[src/hw/rtl/ata_tf_buf.sv]
module ata_tf_buf #(
    parameter int ROWS = 64,
    parameter int RW   = 6
) (
    input  logic          aclk,
    input  logic          rd_en,
    input  logic [RW-1:0] row_even,
    input  logic [RW-1:0] row_odd,
    input  logic [3:0]    we_even,
    input  logic [3:0]    we_odd,
    input  logic [31:0]   wd_even,
    input  logic [31:0]   wd_odd,
    output logic [31:0]   rq_even,
    output logic [31:0]   rq_odd
);

    // Even and odd 32-bit words sit in separate banks so that an access
    // straddling a word boundary touches each bank once.
    logic [31:0] even_mem [ROWS];
    logic [31:0] odd_mem  [ROWS];

    always_ff @(posedge aclk) begin
        for (int b = 0; b < 4; b++) begin
            if (we_even[b]) begin
                even_mem[row_even][8*b +: 8] <= wd_even[8*b +: 8];
            end
            if (we_odd[b]) begin
                odd_mem[row_odd][8*b +: 8] <= wd_odd[8*b +: 8];
            end
        end
        if (rd_en) begin
            rq_even <= even_mem[row_even];
            rq_odd  <= odd_mem[row_odd];
        end
    end

endmodule

[config.mk]
export PLATFORM = sky130hd
export DESIGN_NAME = ata_tf_buf
export DESIGN_NICKNAME = d
export VERILOG_FILES = /design/src/hw/rtl/ata_tf_buf.sv
export SDC_FILE = /design/constraint.sdc
export NUM_CORES = 2
export LEC_CHECK = 0
export BUFFER_PORTS_ARGS = -buffer_cell sky130_fd_sc_hd__buf_2
export CAP_MARGIN = 20
export CELL_PAD_IN_SITES_DETAIL_PLACEMENT = 1
export CELL_PAD_IN_SITES_GLOBAL_PLACEMENT = 2
export CORE_AREA = 8 8 682 684
export DETAILED_ROUTE_END_ITERATION = 8
export DIE_AREA = 0 0 690 692
export PLACE_DENSITY = 0.65
export SLEW_MARGIN = 20
export SYNTH_ARGS = -nofsm -noshare
export SYNTH_HDL_FRONTEND = slang
export SYNTH_SLANG_ARGS = --single-unit
[constraint.sdc]
create_clock -name aclk -period 8.2 [get_ports aclk]
set_clock_uncertainty 0.05 [all_clocks]
set_input_delay 1.64 -clock aclk [delete_from_list [all_inputs] [get_ports aclk]]
set_output_delay 1.64 -clock aclk [all_outputs]
set_load 0.005 [all_outputs]
==> results.ini <==
[status]
status=finished, final reports clean

[placement]
hpwl_mm=309
io_buffers=149
place_congestion=0.807
dp_cells=14900

[floorplan]
die_w_um=690
pin_count=150
start_util_pct=34.9
rows=248
die_y_um=692
dieArea_um2=477000
core_um2=454000

[clock_tree]
holdBufCountCts=0
clock-sinks=4160
post_cts_buffers=0
root_buffer=clkbuf_16
clk_path_buf_depth=4
tritoncts=built
clkTransAtPathRegs_ns=0.06
cts_buffers=435
cts_resized=0
htreeDepth=5
clk_latency_ns=1.02

[pwr]
leakagePower_nw=55.0
vdd_ir_drop_max_v=0.000184
power.density_nw_per_um2=254
p_total_mw=45.6

[synthesis]
synth.area.top_cells=edfxtp_1 (79%), a221oi_1 (3.9%), a22oi_1 (3.1%)
yosysWarnings=0
syn_area_um2=158000
synth-main-ff-cell=edfxtp_1
synth.avg_cell_area_um2=17.2
synth_seq_cells=4160
synth.distinct_cells=68
syn_nets=9298
synth_enable_flop_cells=4160
synth_common_cells=edfxtp_1 (4160), nor2_1 (854), a221oi_1 (700), a22oi_1 (664), clkbuf_1 (374)
synth_top_area_cell=edfxtp_1
synth_most_common_cell=edfxtp_1
yosysSeqAreaShare_pct=78.9
syn-instance-count=9212
yosysTopAreaCellShare_pct=78.9
async_flop_share_pct=0

[global_route]
grt_pass1_wl_mm=724
first_global_vias=93500
grt_max_degree=165
grt.total_usage_pct=20.7
grt_overflow=0
antenna_found_initial=34

[sta]
final_min_period_over_clock_period_pct=61.0
maxSlewViolCount=0
tightestPinTransition_ns=1.20
hold_viol_final=0
max_freq_mhz=200
post-route-min-period_ns=5.00
slew_headroom_pct=20.2
rsz0062_at_grt=no
setup_tns_ns=0
setup_viol_count_final=0

[layout]
nFillCells=44500
utilization_pct=39.5
final_cell_count_no_fill=15700
area_delta_synth_final_pct=13.3
drive_gt1_share_pct=12.5
nNetsFinal=9391

[setup_path]
critPathKind=input pin to flip-flop
worstSetupEndpointType=flip-flop
worstPathRequired_ns=8.86
worstPathArrival_ns=5.66
slowest_delay_ns=0.91
crit_path_start_kind=input pin
worst_path_max_delay_cell=nor4_1
crit_chain=buf_6 > and2_4 > buf_4 > nor2_2 > and3_1 > or4_1 > nor4_1 > nand3_1
crit_fanout=47

[drt]
vias=91300
drtPass1Iterations=9
postRouteAntennaNets=0
route.detailed.drc=0
wl_per_cell_um=32.9
drt_iter0_drc=9488
vias_per_cell=5.83
totalWireLength_mm=516

[worst_hold_path]
hold_class=flip-flop to flip-flop

[flow_run]
max_cap_viol_count=0

[placed cells by master, fill, tap and decap left out, types with 28 or more instances in the layout]
cell       Yosys  layout
a211oi_1      28      28
a21oi_1      240     240
a221o_1       58      58
a221oi_1     700     700
a222oi_1      28      28
a22oi_1      664     664
a31oi_1       45      45
buf_2        202     140
buf_4         41     211
bufinv_16      0      41
clkbuf_1     374      94
clkbuf_16      0     439
clkinv_1       0     116
clkinv_2       0      60
edfxtp_1    4160    4160
mux2_2       104     104
mux2i_1      322     322
mux4_2        79      79
nand2_1      159     143
nand3_1       47      46
nand4_1       52      52
nor2_1       854     845
nor3_1        39      36
nor4_1        41      40
o211ai_1      40      40
o21ai_0      250     250
o221ai_1      39      39
o22ai_1      290     290
or3_1         36      35
[kinds of logic (layout without fill, tap and decap cells)]
| family | count (synthesis) | count (layout) | synth area share, % |
|---|---|---|---|
| DFF | 4160 | 4160 | 78.9 |
| muxes | 506 | 506 | 3.91 |
| other | 0 | 13 | 0 |
| buffers and inverters | 732 | 1178 | 2.09 |
| AOI/OAI and AO/OA | 2477 | 2477 | 11.5 |
| and+or+nand+nor | 1337 | 1337 | 3.65 |
[worst max-delay path, delay by kind of cell]
kind	cells	cell delay [ns]
and+or+nand+nor	6	2.90
buffers and inverters	2	1.01
[state kept, by name, summed over array words and instances (netlist names)]
register / cells
rq_even: 32
odd_mem: 2048
even_mem: 2048
rq_odd: 32
[final timing paths]
path	slack, ns	startpoint	cells past startpoint	end
setup / recovery	3.20	row_even[0]	8	rq_even[4]$_DFFE_PP_
hold / removal	0.68	even_mem[10][4]$_DFFE_PP_	4	rq_even[4]$_DFFE_PP_
setup reg to reg	5.33	even_mem[53][4]$_DFFE_PP_	6	rq_even[4]$_DFFE_PP_
hold reg to reg	0.68	even_mem[10][4]$_DFFE_PP_	4	rq_even[4]$_DFFE_PP_
[metal layers]
metal / up-vias / share of wire, % / GRT usage [%] / wire, µm
met5: - / 0.019 / 0 / 100
met4: 14 / 3.8 / 6.99 / 19800
met3: 841 / 6.4 / 3.04 / 32800
met2: 3463 / 48 / 34.6 / 249000
met1: 48600 / 42 / 27.6 / 215000
li1: 38300 / - / - / -
[area by class of cell]
type	instances	area (µm²)	area share (%)
clock buffers	533	11300	6.32
diodes	13	32.5	0.0181
inverters	18	80.1	0.0446
well taps	6000	7510	4.18
flip-flops and latches	4160	125000	69.6
clock inverters	257	2510	1.40
multi-input cells	4320	30500	17.0
repair buffers	370	2650	1.47
[power by group]
group,switching (mW),internal (mW),total (mW)
clock network,8.37,11.1,19.5
logic,1.87,0.600,2.47
registers,0.112,23.6,23.7
[per-stage QoR]
| step | worst slack, ns | hold WS [ns] | instance area (µm²) |
|---|---|---|---|
| 2_1_floorplan | 4.29 | 0.579 | 158000 |
| 3_3_place_gp | 2.27 | 0.662 | 166000 |
| 3_5_place_dp | 2.23 | 0.673 | 166000 |
| 4_1_cts | 3.30 | 0.677 | 180000 |
| 5_1_grt | 3.24 | 0.741 | 180000 |
| 6_report | 3.20 | 0.678 | 180000 |
Power figures use the tool's default switching activity.
