`config.mk`:
```
export PLATFORM = sky130hd
export DESIGN_NAME = ata_tf_queue
export DESIGN_NICKNAME = d
export VERILOG_FILES = /design/src/hw/rtl/ata_tf_pkg.sv /design/src/hw/rtl/ata_tf_queue.sv
export SDC_FILE = /design/constraint.sdc
export NUM_CORES = 1
export LEC_CHECK = 0
export BUFFER_PORTS_ARGS = -buffer_cell sky130_fd_sc_hd__buf_2
export CAP_MARGIN = 20
export CORE_MARGIN = 2
export CORE_UTILIZATION = 52
export DETAILED_ROUTE_END_ITERATION = 8
export GPL_TIMING_DRIVEN = 0
export PLACE_DENSITY = 0.79
export SETUP_SLACK_MARGIN = 0.05
export SLEW_MARGIN = 20
export SYNTH_ARGS = -nofsm -noshare
export SYNTH_HDL_FRONTEND = slang
export SYNTH_SLANG_ARGS = --single-unit
```
`constraint.sdc`:
```
create_clock -name aclk -period 3.67 [get_ports aclk]
set_input_delay 0.367 -clock aclk [delete_from_list [all_inputs] [get_ports aclk]]
set_output_delay 0.367 -clock aclk [all_outputs]
set_load 0.1 [all_outputs]
```
`src/hw/rtl/ata_tf_pkg.sv`:
```
package ata_tf_pkg;

    // Codes carried in tuser on the request channel.
    localparam logic [2:0] IN_REG_RD = 3'd0;
    localparam logic [2:0] IN_REG_WR = 3'd1;
    localparam logic [2:0] IN_FILL   = 3'd2;
    localparam logic [2:0] IN_FETCH  = 3'd3;
    localparam logic [2:0] IN_DONE   = 3'd4;

    // Taskfile register indexes.
    localparam logic [3:0] RI_ALT     = 4'd0;
    localparam logic [3:0] RI_DATA    = 4'd1;
    localparam logic [3:0] RI_ERR     = 4'd2;
    localparam logic [3:0] RI_COUNT   = 4'd3;
    localparam logic [3:0] RI_LBA_LO  = 4'd4;
    localparam logic [3:0] RI_LBA_MID = 4'd5;
    localparam logic [3:0] RI_LBA_HI  = 4'd6;
    localparam logic [3:0] RI_DEV     = 4'd7;
    localparam logic [3:0] RI_STATUS  = 4'd8;

    // ATA command opcodes.
    localparam logic [7:0] CMD_IDENTIFY  = 8'hEC;
    localparam logic [7:0] CMD_READ      = 8'h20;
    localparam logic [7:0] CMD_READ_EXT  = 8'h24;
    localparam logic [7:0] CMD_WRITE     = 8'h30;
    localparam logic [7:0] CMD_WRITE_EXT = 8'h34;
    localparam logic [7:0] CMD_DMA_RD    = 8'hC8;
    localparam logic [7:0] CMD_DMA_WR    = 8'hCA;
    localparam logic [7:0] CMD_DMA_RD_X  = 8'h25;
    localparam logic [7:0] CMD_DMA_WR_X  = 8'h35;
    localparam logic [7:0] CMD_FLUSH     = 8'hE7;
    localparam logic [7:0] CMD_FLUSH_EXT = 8'hEA;
    localparam logic [7:0] CMD_SET_FEAT  = 8'hEF;

    // Status and error values.
    localparam logic [7:0] ST_IDLE   = 8'h50;
    localparam logic [7:0] ST_DRQ    = 8'h58;
    localparam logic [7:0] ST_BUSY   = 8'hD0;
    localparam logic [7:0] ST_ABORT  = 8'h41;
    localparam logic [7:0] ERR_ABORT = 8'h04;
    localparam logic [7:0] ERR_DIAG  = 8'h01;
    localparam logic [7:0] DEV_RESET = 8'hA0;
    localparam int         SRST_BIT  = 2;

    // Outstanding media operation.
    localparam logic [1:0] PEND_NONE  = 2'd0;
    localparam logic [1:0] PEND_READ  = 2'd1;
    localparam logic [1:0] PEND_WRITE = 2'd2;

    typedef enum logic [2:0] {
        OP_NOP,
        OP_REG_RD,
        OP_REG_WR,
        OP_DATA_RD,
        OP_DATA_WR,
        OP_FILL,
        OP_FETCH,
        OP_DONE
    } op_t;

    typedef struct packed {
        op_t         op;
        logic [3:0]  reg_index;
        logic [2:0]  nbytes;
        logic [31:0] wdata;
        logic [6:0]  word_index;
        logic        media_ok;
    } req_t;

    // Byte lanes covered by an access of n bytes, n at most four.
    function automatic logic [3:0] nb_mask(input logic [2:0] n);
        logic [3:0] m;
        unique case (n)
            3'd0:    m = 4'b0000;
            3'd1:    m = 4'b0001;
            3'd2:    m = 4'b0011;
            3'd3:    m = 4'b0111;
            default: m = 4'b1111;
        endcase
        return m;
    endfunction

    // One 16-bit word of the identify page; text is stored high character first.
    function automatic logic [15:0] ident_half(input logic [6:0] i, input logic [47:0] cap);
        logic [27:0] c28;
        logic [15:0] h;
        c28 = (cap < 48'h0FFF_FFFF) ? cap[27:0] : 28'hFFF_FFFF;
        case (i)
            7'd0:   h = 16'h0040;
            7'd1:   h = 16'h3FFF;
            7'd3:   h = 16'h0010;
            7'd6:   h = 16'h003F;
            7'd10:  h = 16'h5245;
            7'd11:  h = 16'h4644;
            7'd12:  h = 16'h4953;
            7'd13:  h = 16'h4B2D;
            7'd14:  h = 16'h3030;
            7'd15:  h = 16'h3031;
            7'd16, 7'd17, 7'd18, 7'd19: h = 16'h2020;
            7'd23:  h = 16'h312E;
            7'd24:  h = 16'h3030;
            7'd25, 7'd26: h = 16'h2020;
            7'd27:  h = 16'h4154;
            7'd28:  h = 16'h4120;
            7'd29:  h = 16'h5245;
            7'd30:  h = 16'h4645;
            7'd31:  h = 16'h5245;
            7'd32:  h = 16'h4E43;
            7'd33:  h = 16'h4520;
            7'd34:  h = 16'h4449;
            7'd35:  h = 16'h534B;
            7'd36, 7'd37, 7'd38, 7'd39, 7'd40, 7'd41,
            7'd42, 7'd43, 7'd44, 7'd45, 7'd46: h = 16'h2020;
            7'd47:  h = 16'h8001;
            7'd49:  h = 16'h0200;
            7'd50:  h = 16'h4000;
            7'd53:  h = 16'h0007;
            7'd59:  h = 16'h0101;
            7'd60:  h = c28[15:0];
            7'd61:  h = {4'h0, c28[27:16]};
            7'd63:  h = 16'h0007;
            7'd64:  h = 16'h0003;
            7'd80:  h = 16'h007E;
            7'd82:  h = 16'h0020;
            7'd83:  h = 16'h4400;
            7'd84:  h = 16'h4000;
            7'd86:  h = 16'h0400;
            7'd87:  h = 16'h4000;
            7'd88:  h = 16'h0007;
            7'd100: h = cap[15:0];
            7'd101: h = cap[31:16];
            7'd102: h = cap[47:32];
            default: h = 16'h0000;
        endcase
        return h;
    endfunction

    // One 32-bit buffer word of the identify page, for buffer words below 64.
    function automatic logic [31:0] ident_word(input logic [5:0] k, input logic [47:0] cap);
        return {ident_half({k, 1'b1}, cap), ident_half({k, 1'b0}, cap)};
    endfunction

endpackage

```
`src/hw/rtl/ata_tf_queue.sv`:
```
module ata_tf_queue
    import ata_tf_pkg::*;
(
    input  logic aclk,
    input  logic aresetn,
    input  logic in_valid,
    output logic in_ready,
    input  req_t in_data,
    output logic out_valid,
    input  logic out_ready,
    output req_t out_data
);

    req_t       slot_reg [2];
    logic       wp_reg, wp_next;
    logic       rp_reg, rp_next;
    logic [1:0] cnt_reg, cnt_next;
    logic       push, pop;

    assign in_ready  = (cnt_reg != 2'd2);
    assign out_valid = (cnt_reg != 2'd0);
    assign out_data  = slot_reg[rp_reg];
    assign push      = in_valid && in_ready;
    assign pop       = out_valid && out_ready;

    always_comb begin
        wp_next  = push ? ~wp_reg : wp_reg;
        rp_next  = pop ? ~rp_reg : rp_reg;
        cnt_next = cnt_reg + {1'b0, push} - {1'b0, pop};
    end

    always_ff @(posedge aclk) begin
        if (!aresetn) begin
            wp_reg  <= 1'b0;
            rp_reg  <= 1'b0;
            cnt_reg <= 2'd0;
        end else begin
            wp_reg  <= wp_next;
            rp_reg  <= rp_next;
            cnt_reg <= cnt_next;
        end
    end

    always_ff @(posedge aclk) begin
        if (push) begin
            slot_reg[wp_reg] <= in_data;
        end
    end

endmodule

```
==> metrics.yaml <==
status: "finished clean"
max-slew-margin-rel: 0.469
cts_resized: 0
cp.required_ns: 3.30
syn_to_final_growth_pct: 21.8
clock-skew-final_ns: 0.0115
nets: 353
fill_cells: 577
grt_pass1_vias: 2059
core_area_mm2: 0.00769
clk_pin_slew_ns: 0.11
hold_class: "primary input to flip-flop"
tightestPinTransition_ns: 0.794
post_cts_buffers: 0
drv_slew: 0
netlist_instances: 180
max_freq_ghz: 0.504
synth_common_cells: "100 x edfxtp_1, 50 x mux2_4, 5 x buf_12, 5 x dfxtp_1, 3 x xnor2_1"
fin_setup_tns_ns: 0
synth_nets: 236
clockRootBuffer: "clkbuf_8"
holdPathStages: 1
die_h_um: 92.8
async_flop_share: 0
rsz0062_at_grt: "no"
clock_latency_ns: 0.37
period_share: 0.540
syn-mean-instance-area_um2: 22.8
synth.most_common_cell: "edfxtp_1"
drc: 0
dieArea_mm2: 0.00861
end_kind: "primary output"
ys.warnings.count: 0
numPortBuffers: 105
ys.flop_type: "edfxtp_1"
cts.sinks: 105
wire_per_inst_um: 15.7
crit_type: "flip-flop to primary output"
vias: 1960
cp.arrival_ns: 1.62
grt.total_usage: 0.154
largest_reg_flops: 100
drive_gt1_frac: 0.603
grt_overflow: 0
path_max_fanout: 10
synth_top_area_frac: 0.732
max_cap_viol_count: 0
htree_levels: 3
io_pins: 106
netlist_area_mm2: 0.00410
num_antenna_cells: 0
viasPerCell: 4.85
place_congestion: 0.678
final_hold_viol_count: 0
fin_crit_ns: 1.98
ff2ff_path_depth: 4
clock_path_buffers: 2
numCtsBuffers: 9
drt_iter0_drc: 57
synth-edff-count: 100
grt_antenna_before_repair: 0
ys_ff_latch: 105
antenna_left: 0
start_util: 0.533
hold_buffers: 0
fp-row-count: 32
synth.area.top_cells: "edfxtp_1 73%, mux2_4 18%, buf_12 2.4%"
place_hpwl_um: 4410
cts_tree: "done"
drt-total-wl_um: 6320
fp.dieW_um: 92.8
grt_pass1_wl_um: 9720
grt_start_max_net_pins: 51
regArea_mm2: 0.00310
setup_viol: 0
drtPass1Iterations: 4
startpoint_type: "flip-flop"
ys_types: 17
synth_top_cell_by_area: "edfxtp_1"
ys_seq_area_frac: 0.757
multi_input_area_um2: 895
per-stage QoR:
| step | cells | hold WS [ns] | instance area, um2 | worst slack (ns) | utilization |
|---|---|---|---|---|---|
| after global routing | 404 | 0.163 | 4990 | 1.58 | 0.650 |
| after CTS | 404 | 0.174 | 4990 | 1.66 | 0.650 |
| after floorplan | 180 | 0.466 | 4100 | 0.492 | - |
| after detailed placement | 388 | 0.525 | 4790 | 1.73 | 0.623 |
| after global placement | 387 | 0.474 | 4760 | 0.709 | 0.619 |
| final | 404 | 0.182 | 4990 | 1.69 | 0.650 |
layer usage:
metal  vias to the layer above  global-route usage  share of wire
met4                         0              0.0735          0.019
met3                        10              0.0391          0.057
met2                        67               0.281           0.55
met1                       940               0.166           0.38
met5                         -                   0              0
li1                        943                   -              -
critical path, stage by stage (launching register included):
cell	delay, ns
dfxtp_1	0.33
buf_6	0.17
buf_12	0.16
mux2_4	0.31
buf_2	0.29
worst paths after layout:
| check | from | end | slack (ns) |
|---|---|---|---|
| hold / removal | in_data[25] | slot_reg[1][25]$_DFFE_PP_ | 0.18 |
| hold reg to reg | wp_reg$_SDFFE_PN0N_ | wp_reg$_SDFFE_PN0N_ | 0.54 |
| setup / recovery | flip-flop | out_data[38] | 1.69 |
| setup reg to reg | cnt_reg[0]$_SDFF_PN0_ | slot_reg[0][37]$_DFFE_PP_ | 1.75 |
logic make-up (layout without fill, tap and decap cells):
| kind of cell | after synthesis | in the layout | synth area share |
|---|---|---|---|
| DFF | 105 | 105 | 0.757 |
| muxes | 51 | 51 | 0.186 |
| and+or+nand+nor | 11 | 11 | 0.0150 |
| buffers and inverters | 7 | 129 | 0.0281 |
| xor gates and xnor gates | 3 | 3 | 0.00641 |
| adders and majority gates | 2 | 2 | 0.00610 |
| AOI/OAI and AO/OA | 1 | 1 | 0.00214 |
cells in the final DEF (no fill, tap or decap), drive strengths merged, types with 2 or more instances in the layout:
master / n
xnor2: 3
nor2b: 2
and2: 2
edfxtp: 100
ha: 2
clkbuf: 9
nand2: 2
dfxtp: 5
nand2b: 2
buf: 112
mux2: 50
clkinv: 2
inv: 4
final cells by class:
type | instances | area share
well taps | 102 | 0.0256
multi-input cells | 68 | 0.179
inverters | 1 | 0.000752
flip-flops and latches | 105 | 0.621
plain buffers | 6 | 0.0223
repair buffers | 106 | 0.109
clock buffers | 9 | 0.0248
clock inverters | 7 | 0.0168
Power is not shown: default switching activity piles up to over one toggle a cycle in this logic, so the estimate is an artifact.
