$ cat src/hw/rtl/ata_tf_pkg.sv
package ata_tf_pkg;

    // Codes carried in tuser on the request channel.
    localparam logic [2:0] IN_REG_RD = 3'd0;
    localparam logic [2:0] IN_REG_WR = 3'd1;
    localparam logic [2:0] IN_FILL   = 3'd2;
    localparam logic [2:0] IN_FETCH  = 3'd3;
    localparam logic [2:0] IN_DONE   = 3'd4;

    // Taskfile register indexes.
    localparam logic [3:0] RI_ALT     = 4'd0;
    localparam logic [3:0] RI_DATA    = 4'd1;
    localparam logic [3:0] RI_ERR     = 4'd2;
    localparam logic [3:0] RI_COUNT   = 4'd3;
    localparam logic [3:0] RI_LBA_LO  = 4'd4;
    localparam logic [3:0] RI_LBA_MID = 4'd5;
    localparam logic [3:0] RI_LBA_HI  = 4'd6;
    localparam logic [3:0] RI_DEV     = 4'd7;
    localparam logic [3:0] RI_STATUS  = 4'd8;

    // ATA command opcodes.
    localparam logic [7:0] CMD_IDENTIFY  = 8'hEC;
    localparam logic [7:0] CMD_READ      = 8'h20;
    localparam logic [7:0] CMD_READ_EXT  = 8'h24;
    localparam logic [7:0] CMD_WRITE     = 8'h30;
    localparam logic [7:0] CMD_WRITE_EXT = 8'h34;
    localparam logic [7:0] CMD_DMA_RD    = 8'hC8;
    localparam logic [7:0] CMD_DMA_WR    = 8'hCA;
    localparam logic [7:0] CMD_DMA_RD_X  = 8'h25;
    localparam logic [7:0] CMD_DMA_WR_X  = 8'h35;
    localparam logic [7:0] CMD_FLUSH     = 8'hE7;
    localparam logic [7:0] CMD_FLUSH_EXT = 8'hEA;
    localparam logic [7:0] CMD_SET_FEAT  = 8'hEF;

    // Status and error values.
    localparam logic [7:0] ST_IDLE   = 8'h50;
    localparam logic [7:0] ST_DRQ    = 8'h58;
    localparam logic [7:0] ST_BUSY   = 8'hD0;
    localparam logic [7:0] ST_ABORT  = 8'h41;
    localparam logic [7:0] ERR_ABORT = 8'h04;
    localparam logic [7:0] ERR_DIAG  = 8'h01;
    localparam logic [7:0] DEV_RESET = 8'hA0;
    localparam int         SRST_BIT  = 2;

    // Outstanding media operation.
    localparam logic [1:0] PEND_NONE  = 2'd0;
    localparam logic [1:0] PEND_READ  = 2'd1;
    localparam logic [1:0] PEND_WRITE = 2'd2;

    typedef enum logic [2:0] {
        OP_NOP,
        OP_REG_RD,
        OP_REG_WR,
        OP_DATA_RD,
        OP_DATA_WR,
        OP_FILL,
        OP_FETCH,
        OP_DONE
    } op_t;

    typedef struct packed {
        op_t         op;
        logic [3:0]  reg_index;
        logic [2:0]  nbytes;
        logic [31:0] wdata;
        logic [6:0]  word_index;
        logic        media_ok;
    } req_t;

    // Byte lanes covered by an access of n bytes, n at most four.
    function automatic logic [3:0] nb_mask(input logic [2:0] n);
        logic [3:0] m;
        unique case (n)
            3'd0:    m = 4'b0000;
            3'd1:    m = 4'b0001;
            3'd2:    m = 4'b0011;
            3'd3:    m = 4'b0111;
            default: m = 4'b1111;
        endcase
        return m;
    endfunction

    // One 16-bit word of the identify page; text is stored high character first.
    function automatic logic [15:0] ident_half(input logic [6:0] i, input logic [47:0] cap);
        logic [27:0] c28;
        logic [15:0] h;
        c28 = (cap < 48'h0FFF_FFFF) ? cap[27:0] : 28'hFFF_FFFF;
        case (i)
            7'd0:   h = 16'h0040;
            7'd1:   h = 16'h3FFF;
            7'd3:   h = 16'h0010;
            7'd6:   h = 16'h003F;
            7'd10:  h = 16'h5245;
            7'd11:  h = 16'h4644;
            7'd12:  h = 16'h4953;
            7'd13:  h = 16'h4B2D;
            7'd14:  h = 16'h3030;
            7'd15:  h = 16'h3031;
            7'd16, 7'd17, 7'd18, 7'd19: h = 16'h2020;
            7'd23:  h = 16'h312E;
            7'd24:  h = 16'h3030;
            7'd25, 7'd26: h = 16'h2020;
            7'd27:  h = 16'h4154;
            7'd28:  h = 16'h4120;
            7'd29:  h = 16'h5245;
            7'd30:  h = 16'h4645;
            7'd31:  h = 16'h5245;
            7'd32:  h = 16'h4E43;
            7'd33:  h = 16'h4520;
            7'd34:  h = 16'h4449;
            7'd35:  h = 16'h534B;
            7'd36, 7'd37, 7'd38, 7'd39, 7'd40, 7'd41,
            7'd42, 7'd43, 7'd44, 7'd45, 7'd46: h = 16'h2020;
            7'd47:  h = 16'h8001;
            7'd49:  h = 16'h0200;
            7'd50:  h = 16'h4000;
            7'd53:  h = 16'h0007;
            7'd59:  h = 16'h0101;
            7'd60:  h = c28[15:0];
            7'd61:  h = {4'h0, c28[27:16]};
            7'd63:  h = 16'h0007;
            7'd64:  h = 16'h0003;
            7'd80:  h = 16'h007E;
            7'd82:  h = 16'h0020;
            7'd83:  h = 16'h4400;
            7'd84:  h = 16'h4000;
            7'd86:  h = 16'h0400;
            7'd87:  h = 16'h4000;
            7'd88:  h = 16'h0007;
            7'd100: h = cap[15:0];
            7'd101: h = cap[31:16];
            7'd102: h = cap[47:32];
            default: h = 16'h0000;
        endcase
        return h;
    endfunction

    // One 32-bit buffer word of the identify page, for buffer words below 64.
    function automatic logic [31:0] ident_word(input logic [5:0] k, input logic [47:0] cap);
        return {ident_half({k, 1'b1}, cap), ident_half({k, 1'b0}, cap)};
    endfunction

endpackage

$ cat src/hw/rtl/ata_tf_front.sv
module ata_tf_front
    import ata_tf_pkg::*;
(
    input  logic        s_tvalid,
    output logic        s_tready,
    input  logic [47:0] s_tdata,
    input  logic [2:0]  s_tuser,
    output logic        req_valid,
    input  logic        req_ready,
    output req_t        req
);

    logic [3:0] ridx;
    logic [2:0] size;

    assign ridx = s_tdata[3:0];
    assign size = s_tdata[6:4];

    always_comb begin
        req.reg_index  = ridx;
        req.nbytes     = (size > 3'd4) ? 3'd4 : size;
        req.wdata      = s_tdata[38:7];
        req.word_index = s_tdata[45:39];
        req.media_ok   = s_tdata[46];
        unique case (s_tuser)
            IN_REG_RD: req.op = (ridx == RI_DATA) ? OP_DATA_RD : OP_REG_RD;
            IN_REG_WR: req.op = (ridx == RI_DATA) ? OP_DATA_WR : OP_REG_WR;
            IN_FILL:   req.op = OP_FILL;
            IN_FETCH:  req.op = OP_FETCH;
            IN_DONE:   req.op = OP_DONE;
            default:   req.op = OP_NOP;
        endcase
    end

    assign req_valid = s_tvalid;
    assign s_tready  = req_ready;

endmodule

$ cat config.mk
export PLATFORM = sky130hd
export DESIGN_NAME = ata_tf_front
export DESIGN_NICKNAME = d
export VERILOG_FILES = /design/src/hw/rtl/ata_tf_pkg.sv /design/src/hw/rtl/ata_tf_front.sv
export SDC_FILE = /design/constraint.sdc
export NUM_CORES = 1
export LEC_CHECK = 0
export ABC_CLOCK_PERIOD_IN_PS = 1850
export BUFFER_PORTS_ARGS = -buffer_cell sky130_fd_sc_hd__buf_2
export CORE_AREA = 2 2 45 47
export DETAILED_ROUTE_END_ITERATION = 16
export DIE_AREA = 0 0 47 49
export PLACE_DENSITY_LB_ADDON = 0.08
export SETUP_SLACK_MARGIN = 0.3
export SLEW_MARGIN = 20
export SYNTH_ARGS = -nofsm -noshare
export SYNTH_HDL_FRONTEND = slang
export SYNTH_SLANG_ARGS = --single-unit
$ cat constraint.sdc
create_clock -name vclk -period 1.85
set_clock_uncertainty 0.2 [all_clocks]
set_input_delay 0.0925 -clock vclk [all_inputs]
set_output_delay 0.0925 -clock vclk [all_outputs]
set_load 0.02 [all_outputs]
==> impl_metrics.json, run 1 <==
{
  "outcome": "complete, no violations",
  "synth_area_sq_um": 435,
  "synthSimpleGateAreaFrac_pct": 13.2,
  "cp_common_cell": "buf_2",
  "period_share_pct": 66.8,
  "io_buffer_count": 20,
  "crit_slowest_cell": "nor4b_4",
  "syn_inst": 59,
  "routed_wl_microns": 1120,
  "grt_overflow_total": 0,
  "dp_hpwl_microns": 612,
  "dr.pass1.iters": 2,
  "whs_ns": 0.220,
  "ys_types": 12,
  "met1Wirelength_microns": 317,
  "finalNonFillerCells": 101,
  "place_area_sq_um": 220,
  "fmax_ghz": 0.810,
  "worst-slew-pin-transition_ns": 0.265,
  "fillCellCount": 202,
  "design.seq.count": 0,
  "hold_class": "input port to output pin",
  "core_area_sq_mm": 0.00184,
  "setup_viol": 0,
  "io_pins": 105,
  "ys_seq_area_share_pct": 0,
  "synthToLayoutAreaGrowth_pct": 47.1,
  "ys_warn_count": 0,
  "hold_buffers": 42,
  "multi_input_area_sq_um": 86.3,
  "yosys-mux-area-fraction_pct": 0,
  "path_class": "input port to output pin",
  "tns_ns": 0,
  "synth_area_per_cell_sq_um": 7.38,
  "drv_cap": 0,
  "wl_met3_microns": 169,
  "drc_errors": 0,
  "cts_resized": 0,
  "peakVddDrop_mv": 0.111,
  "highest_layer": "met3",
  "grt_pass1_vias": 285,
  "diodes": 0,
  "synth-adder-area-share_pct": 0,
  "track_usage_pct": 7.74,
  "seqCellArea_sq_um": 0,
  "nClkBuffers": 0,
  "wl_met2_microns": 632,
  "wl_per_cell_microns": 11.1,
  "vias_per_cell": 3.77,
  "post-route-min-period_ns": 1.24,
  "powerDensity_mw_per_mm2": 306,
  "grt_max_degree": 6,
  "synth_xor_area_share_pct": 0,
  "start_util_pct": 23.6,
  "post_cts_buffers": 0,
  "synth_compound_area_share_pct": 6.61,
  "path_cells": "buf_2, nor4b_4, a21oi_1, o21ai_2, buf_2",
  "cp_max_fo": 3,
  "end_kind": "output pin",
  "slowest_delay_ns": 0.32,
  "crit_path_end": "req[49]",
  "finalWeightedCongestion": 0.562,
  "vias": 381,
  "die_area_sq_mm": 0.00230,
  "syn_nets": 112,
  "final_nets": 129,
  "synth_top_family_by_area": "buffers and inverters",
  "dp.cells": 59,
  "drv_slew": 0,
  "placementRows": 16,
  "leakage_nw": 0.290,
  "cp-startpoint": "s_tdata[1]",
  "final_cell_area_sq_um": 641,
  "antenna_found_initial": 0,
  "die_w_microns": 47,
  "layout-drive-gt1-share_pct": 29.7,
  "rsz0062_at_grt": "false",
  "start_kind": "input port",
  "hold_viol_final": 0,
  "drt-initial-drc-count": 1,
  "arrival_ns": 0.94,
  "dieHeight_microns": 49,
  "grt_pass1_wl_microns": 1350,
  "ant_nets": 0,
  "max-slew-margin-rel_pct": 82.3,
  "required_ns": 1.56
}
-- metal layers --
layer,up-vias,global-route usage (%)
met4,0,0
met3,0,1.48
met2,54,16.9
met1,158,6.89
met5,-,0
li1,169,-
-- critical path: cells and delay by family --
family	cells	cell delay, ns
buf+inv	2	0.29
compound gates	2	0.23
simple gates	1	0.32
-- cells in the final DEF, fill, tap and decap left out --
cell type / count
dlygate4sd3_1: 42
buf_2: 20
a21oi_1: 2
nor2b_1: 2
nor4b_4: 1
nor2_1: 1
nand2_1: 1
o21ai_2: 1
nand2b_1: 1
and2b_1: 1
o21ai_0: 1
o21ai_1: 1
-- per-stage QoR --
stage / utilization, % / power, mW / worst slack [ns]
2_1_floorplan: - / 0.167 / 0.855
3_3_place_gp: 12.0 / 0.0565 / 0.622
3_5_place_dp: 12.0 / 0.0573 / 0.589
4_1_cts: 34.8 / 0.197 / 0.581
5_1_grt: 34.8 / 0.206 / 0.534
6_report: 34.8 / 0.196 / 0.615
-- report_power, final --
| group | total [mW] | internal [mW] | switching [mW] |
|---|---|---|---|
| Sequential | 0 | 0 | 0 |
| Combinational | 0.196 | 0.0839 | 0.112 |
| Clock | 0 | 0 | 0 |
-- worst min path at each step --
stage | end | startpoint | cells past startpoint
3_5_place_dp | req[18] | s_tdata[17] | 0
4_1_cts | req[43] | s_tdata[0] | 2
5_1_grt | req[43] | s_tdata[0] | 2
2_1_floorplan | req[47] | s_tuser[0] | 1
6_report | req[43] | s_tdata[0] | 2
3_3_place_gp | req[18] | s_tdata[17] | 0
-- Yosys cell counts --
master / instances / area, sq um
buf_4: 46 / 345
a21oi_1: 2 / 10.0
nor2b_1: 2 / 12.5
and2b_1: 1 / 7.51
clkbuf_1: 1 / 3.75
nand2_1: 1 / 3.75
nand2b_1: 1 / 6.26
nor2_1: 1 / 3.75
nor4b_4: 1 / 23.8
o21ai_0: 1 / 5.00
o21ai_1: 1 / 5.00
o21ai_2: 1 / 8.76
-- cell families (layout without fill, tap and decap cells) --
logic type	after synthesis	in the layout
AO/OA/AOI/OAI	5	5
AND/OR/NAND/NOR	7	7
buffers and inverters	47	62
-- final cells by class --
cell class,count,share of cell area (%)
repair buffers,62,81.3
multi-input cells,12,13.5
well taps,27,5.27
(Power assumes the default switching activity.)
==> inputs of run 2 (changes only) <==
Settings changed: ABC_CLOCK_PERIOD_IN_PS 1850 to 1100, CORE_AREA 2 2 45 47 to 2 2 49 51, DIE_AREA 0 0 47 49 to 0 0 51 53.
Clock period 1.85 ns to 1.1 ns, I/O delays scaled along.
==> run 2 against run 1 <==
The flow now finishes with violations (hold timing, setup timing). First-iteration DRC count decreased by 100%. Via count shrank 43%. Wire length fell by 39%. Cell area down 60%. Non-clock buffer count fell by 42. Power fell by 42%. Critical path depth stayed put. Combinational power down 42%. Worst setup slack worse by 0.66 ns. Critical path type unchanged. Critical endpoint is now req[48].
==> impl_metrics.json, run 2 (synthesis results as in run 1) <==
{
  "routed_wl_microns": 677,
  "mostFrequentLayoutCell": "buf_2",
  "violations": "hold timing, setup timing",
  "drv_slew": 0,
  "fillCellCount": 252,
  "design.seq.count": 0,
  "io_pins": 105,
  "diodes": 0,
  "dr.pass1.iters": 1,
  "wl_per_cell_microns": 11.3,
  "grt_overflow_total": 0,
  "synthToLayoutAreaGrowth_pct": -41.1,
  "end_kind": "output pin",
  "required_ns": 0.84,
  "vias_per_cell": 3.65,
  "drv_cap": 0,
  "grt_pass1_vias": 195,
  "vias": 219,
  "post-route-min-period_ns": 1.14,
  "worst-slew-pin-transition_ns": 0.310,
  "die_w_microns": 51,
  "die_area_sq_mm": 0.00270,
  "max-slew-margin-rel_pct": 79.2,
  "core_area_sq_mm": 0.00215,
  "hold_viol_final": 42,
  "antenna_found_initial": 0,
  "dieHeight_microns": 53,
  "dp_hpwl_microns": 578,
  "leakage_nw": 0.124,
  "drt-initial-drc-count": 0,
  "final_nets": 87,
  "start_util_pct": 20.3,
  "post_cts_buffers": 0,
  "hold_class": "input port to output pin",
  "grt_max_degree": 6,
  "rsz0062_at_grt": "true",
  "outcome": "finished with violations",
  "drc_errors": 0,
  "arrival_ns": 0.89,
  "cp_max_fo": 3,
  "peakVddDrop_mv": 0.115,
  "fmax_ghz": 0.873,
  "whs_ns": -0.0900,
  "grt_pass1_wl_microns": 855,
  "setup_viol": 2,
  "min_from": "s_tdata[22]",
  "period_share_pct": 104,
  "hold-path-cell-count": 0,
  "hold_path_end": "req[23]",
  "start_kind": "input port",
  "dp.cells": 60,
  "powerDensity_mw_per_mm2": 440,
  "nClkBuffers": 0,
  "finalWeightedCongestion": 0.599,
  "most-common-layout-cells": "buf_2, buf_6, o21ai_2, nor2b_1",
  "seqCellArea_sq_um": 0,
  "io_buffer_count": 20,
  "ant_nets": 0,
  "finalNonFillerCells": 60,
  "multi_input_area_sq_um": 93.8,
  "layout-drive-gt1-share_pct": 75.0,
  "placementRows": 17,
  "worst_slack_ns": -0.0449,
  "track_usage_pct": 4.06,
  "path_class": "input port to output pin"
}
[run 2: cell count changes in the layout (fill, tap and decap cells not counted), sizes merged]
cell         previous run  this run
dlygate4sd3            42         0
[run 2: repair_timing]
item	CTS	global route
resized for setup	7	2
pin swaps	3	2
endpoints found under the setup margin	2	2
endpoints found under the hold margin	42	42
[run 2: area by class of cell]
type / count / area share, %
Tap cell: 28 / 13.7
Timing Repair Buffer: 20 / 49.8
Multi-Input combinational cell: 12 / 36.6
[run 2: power breakdown]
group	switching, mW	internal [mW]
Sequential	0	0
Combinational	0.0609	0.0519
Clock	0	0
Total	0.0609	0.0519
[run 2: critical path, cell delays in order]
cell	delay, ns
buf_6	0.10
nor4b_4	0.36
and2b_1	0.19
o21ai_2	0.06
buf_6	0.13
[run 2: worst max path at each step]
stage                          start      end  slack, ns  depth (start not counted)
after floorplan           s_tdata[1]  req[49]       0.18                          3
after global placement    s_tdata[1]  req[49]      -0.05                          5
after detailed placement  s_tdata[1]  req[49]      -0.11                          5
after CTS                 s_tdata[2]  req[49]      -0.07                          5
after global routing      s_tdata[3]  req[48]      -0.10                          5
final                     s_tdata[3]  req[48]      -0.04                          5
[run 2: through the flow]
| stage | setup slack, ns | utilization, % | power [mW] | cell area, sq um | setup TNS (ns) |
|---|---|---|---|---|---|
| after detailed placement | -0.106 | 10.5 | 0.0982 | 225 | -0.174 |
| after global routing | -0.101 | 11.9 | 0.120 | 256 | -0.187 |
| after global placement | -0.0452 | 10.5 | 0.0956 | 225 | -0.0838 |
| final | -0.0449 | 11.9 | 0.113 | 256 | -0.0870 |
| after CTS | -0.0707 | 11.8 | 0.112 | 254 | -0.115 |
| after floorplan | 0.180 | - | 0.283 | 439 | 0 |
[run 2: layer usage]
layer	part of all wire (%)	track usage, %
met1	28	3.70
met2	42	6.71
met3	25	1.69
met4	4.7	4.05
met5	0	0
==> inputs of run 3 (changes only) <==
Settings changed: MAX_ROUTING_LAYER from default to met4, PLACE_DENSITY from default to 0.78, PLACE_DENSITY_LB_ADDON 0.08 to default.
==> run 3 against run 2 <==
The run ends with hold timing left. Cell count grew 1.7%. Combinational power is essentially flat. Global-route usage grew 1.0 points. Critical path depth is the same. Utilization grew 0.41 points. Flip-flop and latch count is the same. Highest routed layer unchanged. Non-clock buffer count grew 1. Worst setup slack gained 0.052 ns.
==> impl_metrics.json, run 3 (synthesis results as in run 1) <==
{
  "die_w_microns": 51,
  "period_share_pct": 99.3,
  "nClkBuffers": 0,
  "dp_hpwl_microns": 641,
  "grt_overflow_total": 0,
  "wl_per_cell_microns": 12.0,
  "outcome": "finished with violations",
  "die_area_sq_mm": 0.00270,
  "peakVddDrop_mv": 0.136,
  "drv_slew": 0,
  "grt_max_degree": 6,
  "drc_errors": 0,
  "met2_usage_pct": 7.14,
  "grtUsageMet1_pct": 2.36,
  "diodes": 0,
  "dp.cells": 61,
  "placementRows": 17,
  "end_kind": "output pin",
  "hold_class": "input port to output pin",
  "most-common-layout-cells": "buf_2, buf_6, o21ai_2, nor2b_1",
  "finalNonFillerCells": 61,
  "rsz0062_at_grt": "true",
  "violations": "hold timing",
  "post-route-min-period_ns": 1.09,
  "whs_ns": -0.0900,
  "leakage_nw": 0.130,
  "p_clk_share_pct": 0,
  "mostFrequentLayoutCell": "buf_2",
  "ant_nets": 0,
  "track_usage_pct": 5.09,
  "grt_pass1_vias": 229,
  "internal_power_uw": 54.0,
  "required_ns": 0.84,
  "seqCellArea_sq_um": 0,
  "sw_frac_of_total_pct": 52.4,
  "grt_pass1_wl_microns": 1020,
  "p_seq_share_pct": 0,
  "layout-drive-gt1-share_pct": 75.8,
  "powerDensity_mw_per_mm2": 427,
  "core_area_sq_mm": 0.00215,
  "power_uw": 113,
  "synthToLayoutAreaGrowth_pct": -39.1,
  "path_class": "input port to output pin",
  "grtUsageMet3_pct": 4.24,
  "max-slew-margin-rel_pct": 82.7,
  "dr.pass1.iters": 4,
  "setup_viol": 0,
  "start_util_pct": 20.3,
  "antenna_found_initial": 0,
  "hold_viol_final": 42,
  "cp_max_fo": 3,
  "drt-initial-drc-count": 1,
  "design.seq.count": 0,
  "fmax_ghz": 0.915,
  "finalWeightedCongestion": 0.621,
  "vias_per_cell": 3.62,
  "final_nets": 88,
  "fillCellCount": 241,
  "vias": 221,
  "multi_input_area_sq_um": 93.8,
  "worst-slew-pin-transition_ns": 0.258,
  "io_pins": 105,
  "drv_cap": 0,
  "io_buffer_count": 20,
  "routed_wl_microns": 731,
  "post_cts_buffers": 0,
  "arrival_ns": 0.84,
  "comb_power_share_pct": 100.0,
  "p_switching_uw": 59.3,
  "top_usage_layer": "met4",
  "start_kind": "input port",
  "dieHeight_microns": 53
}
run 3: cell count changes in the layout (fill, tap and decap cells not counted), sizes merged:
cell  change
buf       +1
run 3: repair_timing:
item | 4_1_cts | 5_1_grt
setup endpoints to repair | 2 | 2
hold endpoints to repair | 42 | 42
resized for setup | 9 | 1
pin swaps | 4 | 2
run 3: per-layer routing:
| metal | vias up | part of all wire [%] |
|---|---|---|
| met2 | 45 | 41 |
| met4 | 0 | 14 |
| met1 | 73 | 19 |
| li1 | 85 | - |
| met5 | - | 0 |
| met3 | 18 | 25 |
run 3: final cells by class:
class	count	share of cell area, %
tap	28	13.2
timing repair buffer	21	51.4
multi-input combinational	12	35.4
run 3: worst paths after layout:
path,from,end,slack (ns),cells after the start
setup / recovery,s_tdata[3],req[48],0.007,5
hold / removal,s_tdata[22],req[23],-0.09,0
run 3: through the flow:
| stage | TNS (ns) | utilization [%] | cell area, sq um | worst slack (ns) |
|---|---|---|---|---|
| after floorplan | 0 | - | 439 | 0.180 |
| after global placement | -0.0195 | 10.8 | 233 | -0.0185 |
| after detailed placement | -0.0390 | 10.8 | 233 | -0.0300 |
| after CTS | -0.00515 | 12.2 | 262 | -0.00515 |
| after global routing | -0.0766 | 12.3 | 265 | -0.0409 |
| final | 0 | 12.3 | 265 | 0.00735 |
run 3: power by group through the flow:
stage          registers [mW]  clock network [mW]  logic (mW)
2_1_floorplan               0                   0       0.283
3_3_place_gp                0                   0      0.0986
3_5_place_dp                0                   0      0.0993
4_1_cts                     0                   0       0.113
5_1_grt                     0                   0       0.120
6_report                    0                   0       0.113
run 3: worst max-delay path, cell delays in order:
cell,delay (ns)
buf_8,0.10
nor4b_4,0.31
and2b_1,0.18
o21ai_2,0.06
buf_6,0.13
